--- config.mk ---
export PLATFORM = sky130hd
export DESIGN_NAME = battery_compensated_motor_pwm
export DESIGN_NICKNAME = d
export VERILOG_FILES = /design/src/design/bcmp_pkg.sv /design/src/design/battery_compensated_motor_pwm.sv
export VERILOG_INCLUDE_DIRS = /design/src /design/src/design
export SDC_FILE = /design/constraint.sdc
export NUM_CORES = 2
export LEC_CHECK = 0
export ABC_CLOCK_PERIOD_IN_PS = 11500
export BUFFER_PORTS_ARGS = -buffer_cell sky130_fd_sc_hd__buf_2
export CAP_MARGIN = 20
export CELL_PAD_IN_SITES_DETAIL_PLACEMENT = 0
export CELL_PAD_IN_SITES_GLOBAL_PLACEMENT = 1
export CORE_MARGIN = 4
export CORE_UTILIZATION = 30
export CTS_BUF_LIST = sky130_fd_sc_hd__clkbuf_4 sky130_fd_sc_hd__clkbuf_8
export DETAILED_ROUTE_END_ITERATION = 12
export HOLD_SLACK_MARGIN = 0.02
export PLACE_DENSITY = 0.51
export SLEW_MARGIN = 30
export SYNTH_ARGS = -nofsm -noshare
export SYNTH_HDL_FRONTEND = slang
export SYNTH_SLANG_ARGS = --single-unit
--- constraint.sdc ---
create_clock -name clk_i -period 11.5 [get_ports clk_i]
set_clock_uncertainty 0.15 [all_clocks]
set_input_delay 1.15 -clock clk_i [delete_from_list [all_inputs] [get_ports clk_i]]
set_output_delay 1.15 -clock clk_i [all_outputs]
set_load 0.01 [all_outputs]
--- src/design/battery_compensated_motor_pwm_defines.svh ---
// Assertion macros for the battery compensated motor PWM block
`ifndef BATTERY_COMPENSATED_MOTOR_PWM_DEFINES_SVH
`define BATTERY_COMPENSATED_MOTOR_PWM_DEFINES_SVH

// Property that holds at every clock edge outside reset
`define BCMP_ASSERT(lbl, prop, msg) \
  lbl: assert property (@(posedge clk_i) disable iff (!rst_ni) prop) else $error(msg);

// Condition that must never be seen outside reset
`define BCMP_ASSERT_NEVER(lbl, cond, msg) \
  lbl: assert property (@(posedge clk_i) disable iff (!rst_ni) !(cond)) else $error(msg);

`endif

--- src/design/bcmp_pkg.sv ---
// Shared constants for the battery compensated motor PWM block
package bcmp_pkg;

  localparam int MotorCount = 4;
  localparam int MotorIdxW  = $clog2(MotorCount);
  localparam int PwmBits    = 8;

  localparam int IdW     = 2;
  localparam int ThrustW = 16;
  localparam int MvW     = 14;
  localparam int CmpW    = 8;
  localparam int RatioW  = 16;

  localparam int ThrustScale = 60;
  localparam int CoefA       = 654;
  localparam int CoefB       = 92275;
  localparam int CoefAScaled = CoefA * ThrustScale;

  localparam int TsW     = 22;
  localparam int AtW     = 32;
  localparam int KW      = 33;
  localparam int ProdW   = 55;
  localparam int VoltsW  = 18;
  localparam int VScaleW = 26;
  localparam int NW      = VoltsW + VScaleW;
  localparam int RemW    = NW - 16;
  localparam int QW      = RatioW;
  localparam int DivW    = MvW + QW;

  localparam logic [KW-1:0]      CoefBShifted = KW'(CoefB) << 16;
  localparam logic [VScaleW-1:0] VScale       = VScaleW'(1000 * 65535);
  localparam logic [RatioW-1:0]  RatioMax     = '1;

  // Configuration register indexes
  localparam int CfgIdxW = 1;
  localparam logic [CfgIdxW-1:0] RegOutputsEnabled    = 1'd0;
  localparam logic [CfgIdxW-1:0] RegCompensationEnable = 1'd1;

endpackage

--- src/design/battery_compensated_motor_pwm.sv ---
// Top level: pipelined battery compensated thrust to PWM compare unit
// One motor command is taken per clock and one result leaves per clock once the pipe is full
// and the output is not stalled. A command passes through three arithmetic stages (thrust
// scaling, the thrust quadratic, the millivolt scaling), a saturation check stage, sixteen
// restoring divider stages that settle one quotient bit each, and the output register.
// Commands taken while outputs are disabled, or for a motor index beyond the motor count,
// give no result. Each stage holds its item while the stage after it is full and stalled,
// so bubbles close up behind a stalled output. Configuration writes are always taken and
// should only be issued while the pipe is empty.
`include "battery_compensated_motor_pwm_defines.svh"

module battery_compensated_motor_pwm (
  input  logic                           clk_i,
  input  logic                           rst_ni,
  input  logic                           cfg_valid_i,
  output logic                           cfg_ready_o,
  input  logic [bcmp_pkg::CfgIdxW-1:0]   cfg_index_i,
  input  logic                           cfg_data_i,
  input  logic                           s_axis_tvalid,
  output logic                           s_axis_tready,
  // [1:0] motor_id, [17:2] thrust, [31:18] battery_mv
  input  logic [31:0]                    s_axis_tdata,
  output logic                           m_axis_tvalid,
  input  logic                           m_axis_tready,
  // [1:0] motor_sel, [9:2] compare_value, [25:10] duty_ratio, [31:26] zero
  output logic [31:0]                    m_axis_tdata
);
  import bcmp_pkg::*;

  // Configuration
  logic out_en_q, comp_en_q;

  assign cfg_ready_o = 1'b1;

  always_ff @(posedge clk_i or negedge rst_ni) begin
    if (!rst_ni) begin
      out_en_q  <= 1'b0;
      comp_en_q <= 1'b0;
    end else if (cfg_valid_i) begin
      unique case (cfg_index_i)
        RegOutputsEnabled:     out_en_q  <= cfg_data_i;
        RegCompensationEnable: comp_en_q <= cfg_data_i;
        default: ;
      endcase
    end
  end

  // Input unpacking
  logic [IdW-1:0]     s_id;
  logic [ThrustW-1:0] s_thrust;
  logic [MvW-1:0]     s_mv;
  logic               s_keep;

  assign s_id     = s_axis_tdata[IdW-1:0];
  assign s_thrust = s_axis_tdata[IdW +: ThrustW];
  assign s_mv     = s_axis_tdata[IdW+ThrustW +: MvW];
  assign s_keep   = out_en_q && (int'(s_id) < MotorCount);

  // Stage ready chain
  logic p1_rdy, p2_rdy, p3_rdy, out_rdy;
  logic st_rdy [QW+1];

  logic               p1_v_q, p2_v_q, p3_v_q, out_v_q;
  logic               st_v_q [QW+1];

  assign out_rdy = !out_v_q || m_axis_tready;
  assign st_rdy[QW] = !st_v_q[QW] || out_rdy;
  for (genvar j = 0; j < QW; j++) begin : g_rdy
    assign st_rdy[j] = !st_v_q[j] || st_rdy[j+1];
  end
  assign p3_rdy = !p3_v_q || st_rdy[0];
  assign p2_rdy = !p2_v_q || p3_rdy;
  assign p1_rdy = !p1_v_q || p2_rdy;
  assign s_axis_tready = p1_rdy;

  // Stage 1: scale thrust and form the squared-term coefficient
  logic [TsW-1:0]     p1_ts_q;
  logic [AtW-1:0]     p1_at_q;
  logic [IdW-1:0]     p1_id_q;
  logic [ThrustW-1:0] p1_thr_q;
  logic [MvW-1:0]     p1_mv_q;
  logic               p1_comp_q;

  always_ff @(posedge clk_i or negedge rst_ni) begin
    if (!rst_ni) begin
      p1_v_q <= 1'b0;
    end else if (p1_rdy) begin
      p1_v_q <= s_axis_tvalid && s_keep;
    end
  end

  always_ff @(posedge clk_i) begin
    if (p1_rdy) begin
      p1_ts_q   <= TsW'(s_thrust) * TsW'(ThrustScale);
      p1_at_q   <= AtW'(s_thrust) * AtW'(CoefAScaled);
      p1_id_q   <= s_id;
      p1_thr_q  <= s_thrust;
      p1_mv_q   <= s_mv;
      p1_comp_q <= comp_en_q;
    end
  end

  // Stage 2: needed volts = ts * (B*2^16 - A*ts) / 2^36, always non-negative here
  logic [KW-1:0]      p2_k;
  logic [ProdW-1:0]   p2_prod;
  logic [VoltsW-1:0]  p2_volts_q;
  logic [IdW-1:0]     p2_id_q;
  logic [ThrustW-1:0] p2_thr_q;
  logic [MvW-1:0]     p2_mv_q;
  logic               p2_comp_q;

  assign p2_k    = CoefBShifted - KW'(p1_at_q);
  assign p2_prod = ProdW'(p1_ts_q) * ProdW'(p2_k);

  always_ff @(posedge clk_i or negedge rst_ni) begin
    if (!rst_ni) begin
      p2_v_q <= 1'b0;
    end else if (p2_rdy) begin
      p2_v_q <= p1_v_q;
    end
  end

  always_ff @(posedge clk_i) begin
    if (p2_rdy) begin
      p2_volts_q <= p2_prod[36 +: VoltsW];
      p2_id_q    <= p1_id_q;
      p2_thr_q   <= p1_thr_q;
      p2_mv_q    <= p1_mv_q;
      p2_comp_q  <= p1_comp_q;
    end
  end

  // Stage 3: dividend = volts * 1000 * 65535 / 2^16, floored
  logic [NW-1:0]      p3_n;
  logic [RemW-1:0]    p3_num_q;
  logic [IdW-1:0]     p3_id_q;
  logic [ThrustW-1:0] p3_thr_q;
  logic [MvW-1:0]     p3_mv_q;
  logic               p3_comp_q;

  assign p3_n = NW'(p2_volts_q) * NW'(VScale);

  always_ff @(posedge clk_i or negedge rst_ni) begin
    if (!rst_ni) begin
      p3_v_q <= 1'b0;
    end else if (p3_rdy) begin
      p3_v_q <= p2_v_q;
    end
  end

  always_ff @(posedge clk_i) begin
    if (p3_rdy) begin
      p3_num_q  <= p3_n[NW-1:16];
      p3_id_q   <= p2_id_q;
      p3_thr_q  <= p2_thr_q;
      p3_mv_q   <= p2_mv_q;
      p3_comp_q <= p2_comp_q;
    end
  end

  // Divider: stage 0 checks saturation, stages 1..QW each settle one quotient bit
  logic [RemW-1:0]    st_rem_q  [QW+1];
  logic [QW-1:0]      st_quo_q  [QW+1];
  logic [MvW-1:0]     st_mv_q   [QW+1];
  logic [IdW-1:0]     st_id_q   [QW+1];
  logic [ThrustW-1:0] st_thr_q  [QW+1];
  logic               st_comp_q [QW+1];
  logic               st_sat_q  [QW+1];

  logic [DivW-1:0] p3_den;
  assign p3_den = {p3_mv_q, {QW{1'b0}}};

  always_ff @(posedge clk_i or negedge rst_ni) begin
    if (!rst_ni) begin
      st_v_q[0] <= 1'b0;
    end else if (st_rdy[0]) begin
      st_v_q[0] <= p3_v_q;
    end
  end

  // Zero battery voltage falls into saturation as well
  always_ff @(posedge clk_i) begin
    if (st_rdy[0]) begin
      st_rem_q[0]  <= p3_num_q;
      st_quo_q[0]  <= '0;
      st_mv_q[0]   <= p3_mv_q;
      st_id_q[0]   <= p3_id_q;
      st_thr_q[0]  <= p3_thr_q;
      st_comp_q[0] <= p3_comp_q;
      st_sat_q[0]  <= DivW'(p3_num_q) >= p3_den;
    end
  end

  for (genvar j = 1; j <= QW; j++) begin : g_div
    logic [DivW-1:0] trial;
    logic [DivW-1:0] rem_ext;
    logic            take;
    logic [DivW-1:0] diff;

    assign trial   = DivW'(st_mv_q[j-1]) << (QW - j);
    assign rem_ext = DivW'(st_rem_q[j-1]);
    assign take    = rem_ext >= trial;
    assign diff    = rem_ext - trial;

    always_ff @(posedge clk_i or negedge rst_ni) begin
      if (!rst_ni) begin
        st_v_q[j] <= 1'b0;
      end else if (st_rdy[j]) begin
        st_v_q[j] <= st_v_q[j-1];
      end
    end

    always_ff @(posedge clk_i) begin
      if (st_rdy[j]) begin
        st_rem_q[j]  <= take ? diff[RemW-1:0] : st_rem_q[j-1];
        st_quo_q[j]  <= st_quo_q[j-1] | (QW'(take) << (QW - j));
        st_mv_q[j]   <= st_mv_q[j-1];
        st_id_q[j]   <= st_id_q[j-1];
        st_thr_q[j]  <= st_thr_q[j-1];
        st_comp_q[j] <= st_comp_q[j-1];
        st_sat_q[j]  <= st_sat_q[j-1];
      end
    end
  end

  // Output register and per-motor ratio store
  logic [RatioW-1:0] fin_ratio;
  logic [RatioW-1:0] fin_shift;
  logic [IdW-1:0]    out_sel_q;
  logic [RatioW-1:0] out_ratio_q;
  logic              out_comp_q;
  logic              out_sat_q;
  logic [RatioW-1:0] last_ratio_q [MotorCount];

  assign fin_ratio = !st_comp_q[QW] ? st_thr_q[QW] :
                     st_sat_q[QW]   ? RatioMax     : st_quo_q[QW];

  always_ff @(posedge clk_i or negedge rst_ni) begin
    if (!rst_ni) begin
      out_v_q <= 1'b0;
      for (int m = 0; m < MotorCount; m++) begin
        last_ratio_q[m] <= '0;
      end
    end else if (out_rdy) begin
      out_v_q <= st_v_q[QW];
      if (st_v_q[QW] && st_comp_q[QW]) begin
        last_ratio_q[st_id_q[QW][MotorIdxW-1:0]] <= fin_ratio;
      end
    end
  end

  always_ff @(posedge clk_i) begin
    if (out_rdy) begin
      out_sel_q   <= st_id_q[QW];
      out_ratio_q <= fin_ratio;
      out_comp_q  <= st_comp_q[QW];
      out_sat_q   <= st_sat_q[QW];
    end
  end

  assign fin_shift = out_ratio_q >> (RatioW - PwmBits);

  assign m_axis_tvalid = out_v_q;
  assign m_axis_tdata  = {6'b0, out_ratio_q, fin_shift[CmpW-1:0], out_sel_q};

  // Checks
  `BCMP_ASSERT(a_sat_full, out_v_q && out_comp_q && out_sat_q |-> out_ratio_q == RatioMax, "saturated ratio not full scale")
  `BCMP_ASSERT(a_store_match, out_v_q && out_comp_q |-> last_ratio_q[out_sel_q[MotorIdxW-1:0]] == out_ratio_q, "stored ratio differs from result")
  `BCMP_ASSERT(a_drop_disabled, s_axis_tvalid && s_axis_tready && !out_en_q |=> !p1_v_q, "item entered while outputs disabled")

endmodule

; Yosys cells after proc, flatten, opt, wreduce, memory -nomap -nowiden
; Memory sizes are Yosys's and may differ from the RTL's. A register that Yosys moved wholly into a read port is not among the register bits.
; Cells that the tools add are included.
[classes]
div = 0
add_sub_neg = 17
mul = 4
reduce_logical = 45
order_cmp = 17
shifts = 0
eq_ne = 0
muxes = 52
n_bitwise = 17
[op_table]
columns = cell, count
row1 = $mux W28, 16
row2 = $sub A28 B28 Y28, 2
row3 = $mul A20 B33 Y52, 1
row4 = $mul A18 B23 Y41 const B, 1
row5 = $mux W1, 34
row6 = $sub A33 B32 Y33 const A, 1
row7 = $mux W16, 2
row8 = $ge A28 B30 Y1, 1
row9 = $ge A28 B29 Y1, 1
row10 = $mul A16 B13 Y29 const B, 1
row11 = $ge A28 B14 Y1, 1
row12 = $ge A28 B15 Y1, 1
row13 = $ge A28 B16 Y1, 1
row14 = $ge A28 B17 Y1, 1
row15 = $ge A28 B18 Y1, 1
row16 = $ge A28 B19 Y1, 1
row17 = $ge A28 B20 Y1, 1
row18 = $ge A28 B21 Y1, 1
row19 = $ge A28 B22 Y1, 1
row20 = $ge A28 B23 Y1, 1
row21 = $ge A28 B24 Y1, 1
row22 = $ge A28 B25 Y1, 1
row23 = $ge A28 B26 Y1, 1
row24 = $ge A28 B27 Y1, 1
row25 = other kinds (37), 78
[word_totals]
romBits = 0
ram_bits = 1326
word_cells = 199
register_bits = 233
output_inout_bits = 35
mem_count = 7
latch_bits = 0
input_bits = 39
[memory_table]
columns = memory, depth, width, read_ports, rd_ports_with_merged_regs, wr, line_no
row1 = st_rem_q, 17, 28, 16, 0, 17, battery_compensated_motor_pwm.sv:162  ; logic [RemW-1:0] st_rem_q [QW+1];
row2 = st_quo_q, 17, 16, 17, 0, 17, battery_compensated_motor_pwm.sv:163  ; logic [QW-1:0] st_quo_q [QW+1];
row3 = st_thr_q, 17, 16, 17, 0, 17, battery_compensated_motor_pwm.sv:166  ; logic [ThrustW-1:0] st_thr_q [QW+1];
row4 = st_mv_q, 17, 14, 16, 0, 17, battery_compensated_motor_pwm.sv:164  ; logic [MvW-1:0] st_mv_q [QW+1];
row5 = st_id_q, 17, 2, 17, 1, 17, battery_compensated_motor_pwm.sv:165  ; logic [IdW-1:0] st_id_q [QW+1];
row6 = st_comp_q, 17, 1, 17, 0, 17, battery_compensated_motor_pwm.sv:167  ; logic st_comp_q [QW+1];
row7 = 1 more memories, n/a, n/a, n/a, n/a, n/a, n/a

; Logic depth before layout (Yosys ltp)
[logic_depth]
ltp_word = 22
mapped_depth = 35
ltp_nobuf = 33

; Least setup slack after synthesis
; No wires, ideal clock.
[synth_path]
kind = input port to output port
startpoint = in m_axis_tready
endpoint = out s_axis_tready
arrival_ns = 10.866
required_time_ns = 10.200
path_buffers = 0
stages = 11
setup_slack_ns = -0.666
path_cell_list = nand2b_1 nor2_1 inv_1 nor2_1 nand3_1 nor3_1 and3_1 nand3_1 nor2_1 nand4_1 or2_2
[synth_lines]
columns = item, line_no
row1 = from (decl), battery_compensated_motor_pwm.sv:24  ; input logic m_axis_tready,
row2 = to (decl), battery_compensated_motor_pwm.sv:20  ; output logic s_axis_tready,

; Worst setup path after layout
[layout_path]
startpoint = reg p1_at_q[8]
endpoint = reg p2_volts_q[14], data pin
[layout_via]
elab_chain_len = 2
[layout_rtl]
columns = item, line_no
row1 = from (decl), battery_compensated_motor_pwm.sv:78  ; logic [AtW-1:0] p1_at_q;
row2 = from (signal assigned), battery_compensated_motor_pwm.sv:95  ; p1_at_q <= AtW'(s_thrust) * AtW'(CoefAScaled);
row3 = $sub A33 B32 Y33, battery_compensated_motor_pwm.sv:112  ; assign p2_k = CoefBShifted - KW'(p1_at_q);
row4 = $mul A20 B33 Y52, battery_compensated_motor_pwm.sv:113  ; assign p2_prod = ProdW'(p1_ts_q) * ProdW'(p2_k);
row5 = net p2_prod[50], battery_compensated_motor_pwm.sv:105  ; logic [ProdW-1:0] p2_prod;
row6 = to (signal assigned), battery_compensated_motor_pwm.sv:125  ; p2_volts_q <= p2_prod[36 +: VoltsW];
row7 = to (decl), battery_compensated_motor_pwm.sv:106  ; logic [VoltsW-1:0] p2_volts_q;
; The timed path passes the listed nets, and every way through them passes these cells.
; A chain may end at the register's enable or synchronous reset.

==> impl_metrics.csv <==
group,metric,value,unit
run_status,status,"complete, no violations",
timing,tightest_slew,0.916,ns
global_route,antenna_found_initial,11,
timing,rsz0062_at_grt,"no",
synthesis,syn_area_per_cell,12.4,µm²
synthesis,synthTopCellsByArea,"edfxtp_1 47%, fa_1 17%, ha_1 9.5%",
floorplan,io_pins,74,
synthesis,ys_ff_latch,1379,
synthesis,synth_top_family_by_area,"adder cells",
cts,postCtsSetupRepairBufs,0,
timing,clock.fmax,96.9,MHz
setup_path,crit_path_end_kind,"register",
synthesis,synthAdderAreaFrac,26.5,%
synthesis,muxShareOfSynthArea,0.845,%
setup_path,crit_top_cell,"fa_1",
synthesis,synth_flop_cell,"edfxtp_1",
cts,path_clk_slew,0.06,ns
run,max_cap_viol_count,0,
floorplan,start_util,30.1,%
setup_path,max_stage_delay,0.62,ns
setup_path,worst_ep_arrival_time,10.77,ns
synthesis,synth-edff-count,1356,
timing,tns,0,ns
synthesis,synth_cells,6937,
cts,cts_hold_buf,0,
global_route,grt_pass1_vias,53200,
routing,routed_wl,200,mm
placed_design,port_buffers,66,
setup_path,path_max_fanout,14,
floorplan,core,0.285,mm²
layout,num-fill-cells,28500,
synthesis,ys_seq_area_share,48.0,%
cts,cts_resized,0,
synthesis,synth-simple-area-share,9.44,%
routing,via_per_inst,4.45,
setup_path,cpMaxStageDelayCell,"a211oi_1",
global_route,grt_overflow,0,
routing,ant_nets,0,
synthesis,netlist-cell-type-count,81,
cts,cts_sinks,1379,
synthesis,synth_compound_area_share,5.88,%
floorplan,die-area,0.295,mm²
synthesis,async_reset_ff_share,1.67,%
routing,drc,0,
cts,cts_buffers,236,
floorplan,die_y,544,µm
global_route,grt-busiest-layer,"met2",
cts,htree_levels,4,
floorplan,rows,196,
layout,nNetsFinal,8593,
timing,slew_violations,0,
synthesis,netlist_area,0.0861,mm²
global_route,globalRouteTotalUtil,13.7,%
layout,syn2layout_area_growth,11.7,%
timing,relSlewSlack,38.6,%
setup_path,cp_data_required_time,11.95,ns
cts,root_buffer,"clkbuf_8",
layout,drive_above_1_share,9.08,%
min_path,min_path_type,"in2async",
global_route,use_met1,18.2,%
timing,setup_viol,0,
layout,multi_input_area,0.0399,mm²
layout,regArea,0.0413,mm²
routing,drtIter0Drc,2247,
routing,avgRoutedWirePerCell,17.9,µm
placed_design,place_congestion,0.823,
placed_design,place_hpwl,153,mm
synthesis,synth_top_area_share,47.3,%
timing,period_share,89.8,%
global_route,grt_pass1_wl,315,mm
timing,layout_min_cycle_time,10.32,ns
floorplan,dieWidth,544,µm
synthesis,synth_common_cells,"1356 x edfxtp_1, 1165 x inv_1, 730 x fa_1",
global_route,grt_use_met2,23.2,%
cts,clockBufferDepth,4,
setup_path,crit_path_start_kind,"register",
synthesis,synth_xor_area_share,3.43,%
setup_path,critPathKind,"reg2reg",
timing,finalHoldViolations,0,
synthesis,synth_warnings,0,
synthesis,yosysMostFrequentCell,"edfxtp_1",
cts,clock_latency,0.95,ns
global_route,grt_max_degree,79,
global_route,use_met3,1.86,%
routing,vias,49500,
synthesis,synth_largest_area_cell,"edfxtp_1",
cts,tritoncts,"built",
routing,firstDrtPassIters,6,
==> stage by stage <==
| stage | worst slack (ns) | util (%) | cell area, µm² | std cells | hold WS (ns) |
|---|---|---|---|---|---|
| 6_report | 1.18 | 33.7 | 96100 | 11100 | 0.155 |
| 5_1_grt | 0.707 | 33.7 | 96100 | 11100 | 0.0963 |
| 2_1_floorplan | 0.253 | - | 86100 | 6942 | 0.250 |
| 3_5_place_dp | 1.17 | 32.0 | 91400 | 10700 | 0.255 |
| 4_1_cts | 1.10 | 33.7 | 96100 | 11100 | 0.0500 |
| 3_3_place_gp | 1.09 | 32.0 | 91300 | 10700 | 0.251 |
==> flip-flops by register name, indices dropped and copies added, names as in the netlist, 17 cells and up <==
name and flops:
st_rem_q 448, st_thr_q 272, st_mv_q 224, st_quo_q 136
st_id_q 34, p3_num_q 28, p1_at_q 26, p1_ts_q 19
p2_volts_q 18, st_comp_q 17, st_sat_q 17, st_v_q 17
==> path summary, 6_finish.rpt <==
check | cells past startpoint | from | slack, ns | to
max | 29 | p1_at_q[8] | 1.18 | p2_volts_q[14]
min in group clk_i | 0 | st_thr_q[0][92] | 0.20 | st_thr_q[0][108]
min | 1 | rst_ni | 0.16 | m_axis_tvalid
min reg2reg | 0 | st_thr_q[0][92] | 0.20 | st_thr_q[0][108]
max reg2reg | 29 | p1_at_q[8] | 1.18 | p2_volts_q[14]
max in group asynchronous | 1 | rst_ni | 10.39 | out_en_q
==> routing by layer <==
metal	routed length, µm	vias up
li1	-	23900
met1	90900	24600
met2	96400	720
met3	6400	307
met4	5940	0
met5	0	-
==> critical path, delay by kind of cell (launching register included) <==
family / cells / cell delay, ns
compound gates: 4 / 1.57
xor+xnor: 2 / 0.68
buf+inv: 4 / 0.53
fa+ha+maj: 8 / 3.97
simple gates: 11 / 2.69
flops: 1 / 0.45
==> cell usage in the layout (no fill, tap or decap), types with 196 or more instances in the layout <==
cell type and instances:
a21oi_1 238, ha_1 653, inv_1 1160, fa_1 730, o21ai_0 208, xnor2_1 196
edfxtp_1 1356, nand2_1 558, nor2_1 236, clkbuf_8 244, and2_1 329
==> area by class of cell <==
cell class                      count  area share (%)
Sequential cell                  1379            43.0
Multi-Input combinational cell   4224            41.5
Tap cell                         3762            4.90
Inverter                         1167            4.56
Clock buffer                      341            4.25
Timing Repair Buffer              162            1.15
Clock inverter                     81           0.634
Antenna cell                        6          0.0156
==> logic make-up after synthesis <==
| family | count (synthesis) |
|---|---|
| adders and majority gates | 1384 |
| AOI/OAI and AO/OA | 809 |
| and+or+nand+nor | 1621 |
| DFF | 1379 |
| muxes | 66 |
| buffers and inverters | 1339 |
| xor gates and xnor gates | 337 |
| other | 2 |
Power is left out: the tool's default activity adds up to more than one toggle a clock period on the data nets, which glitch-free logic cannot reach.
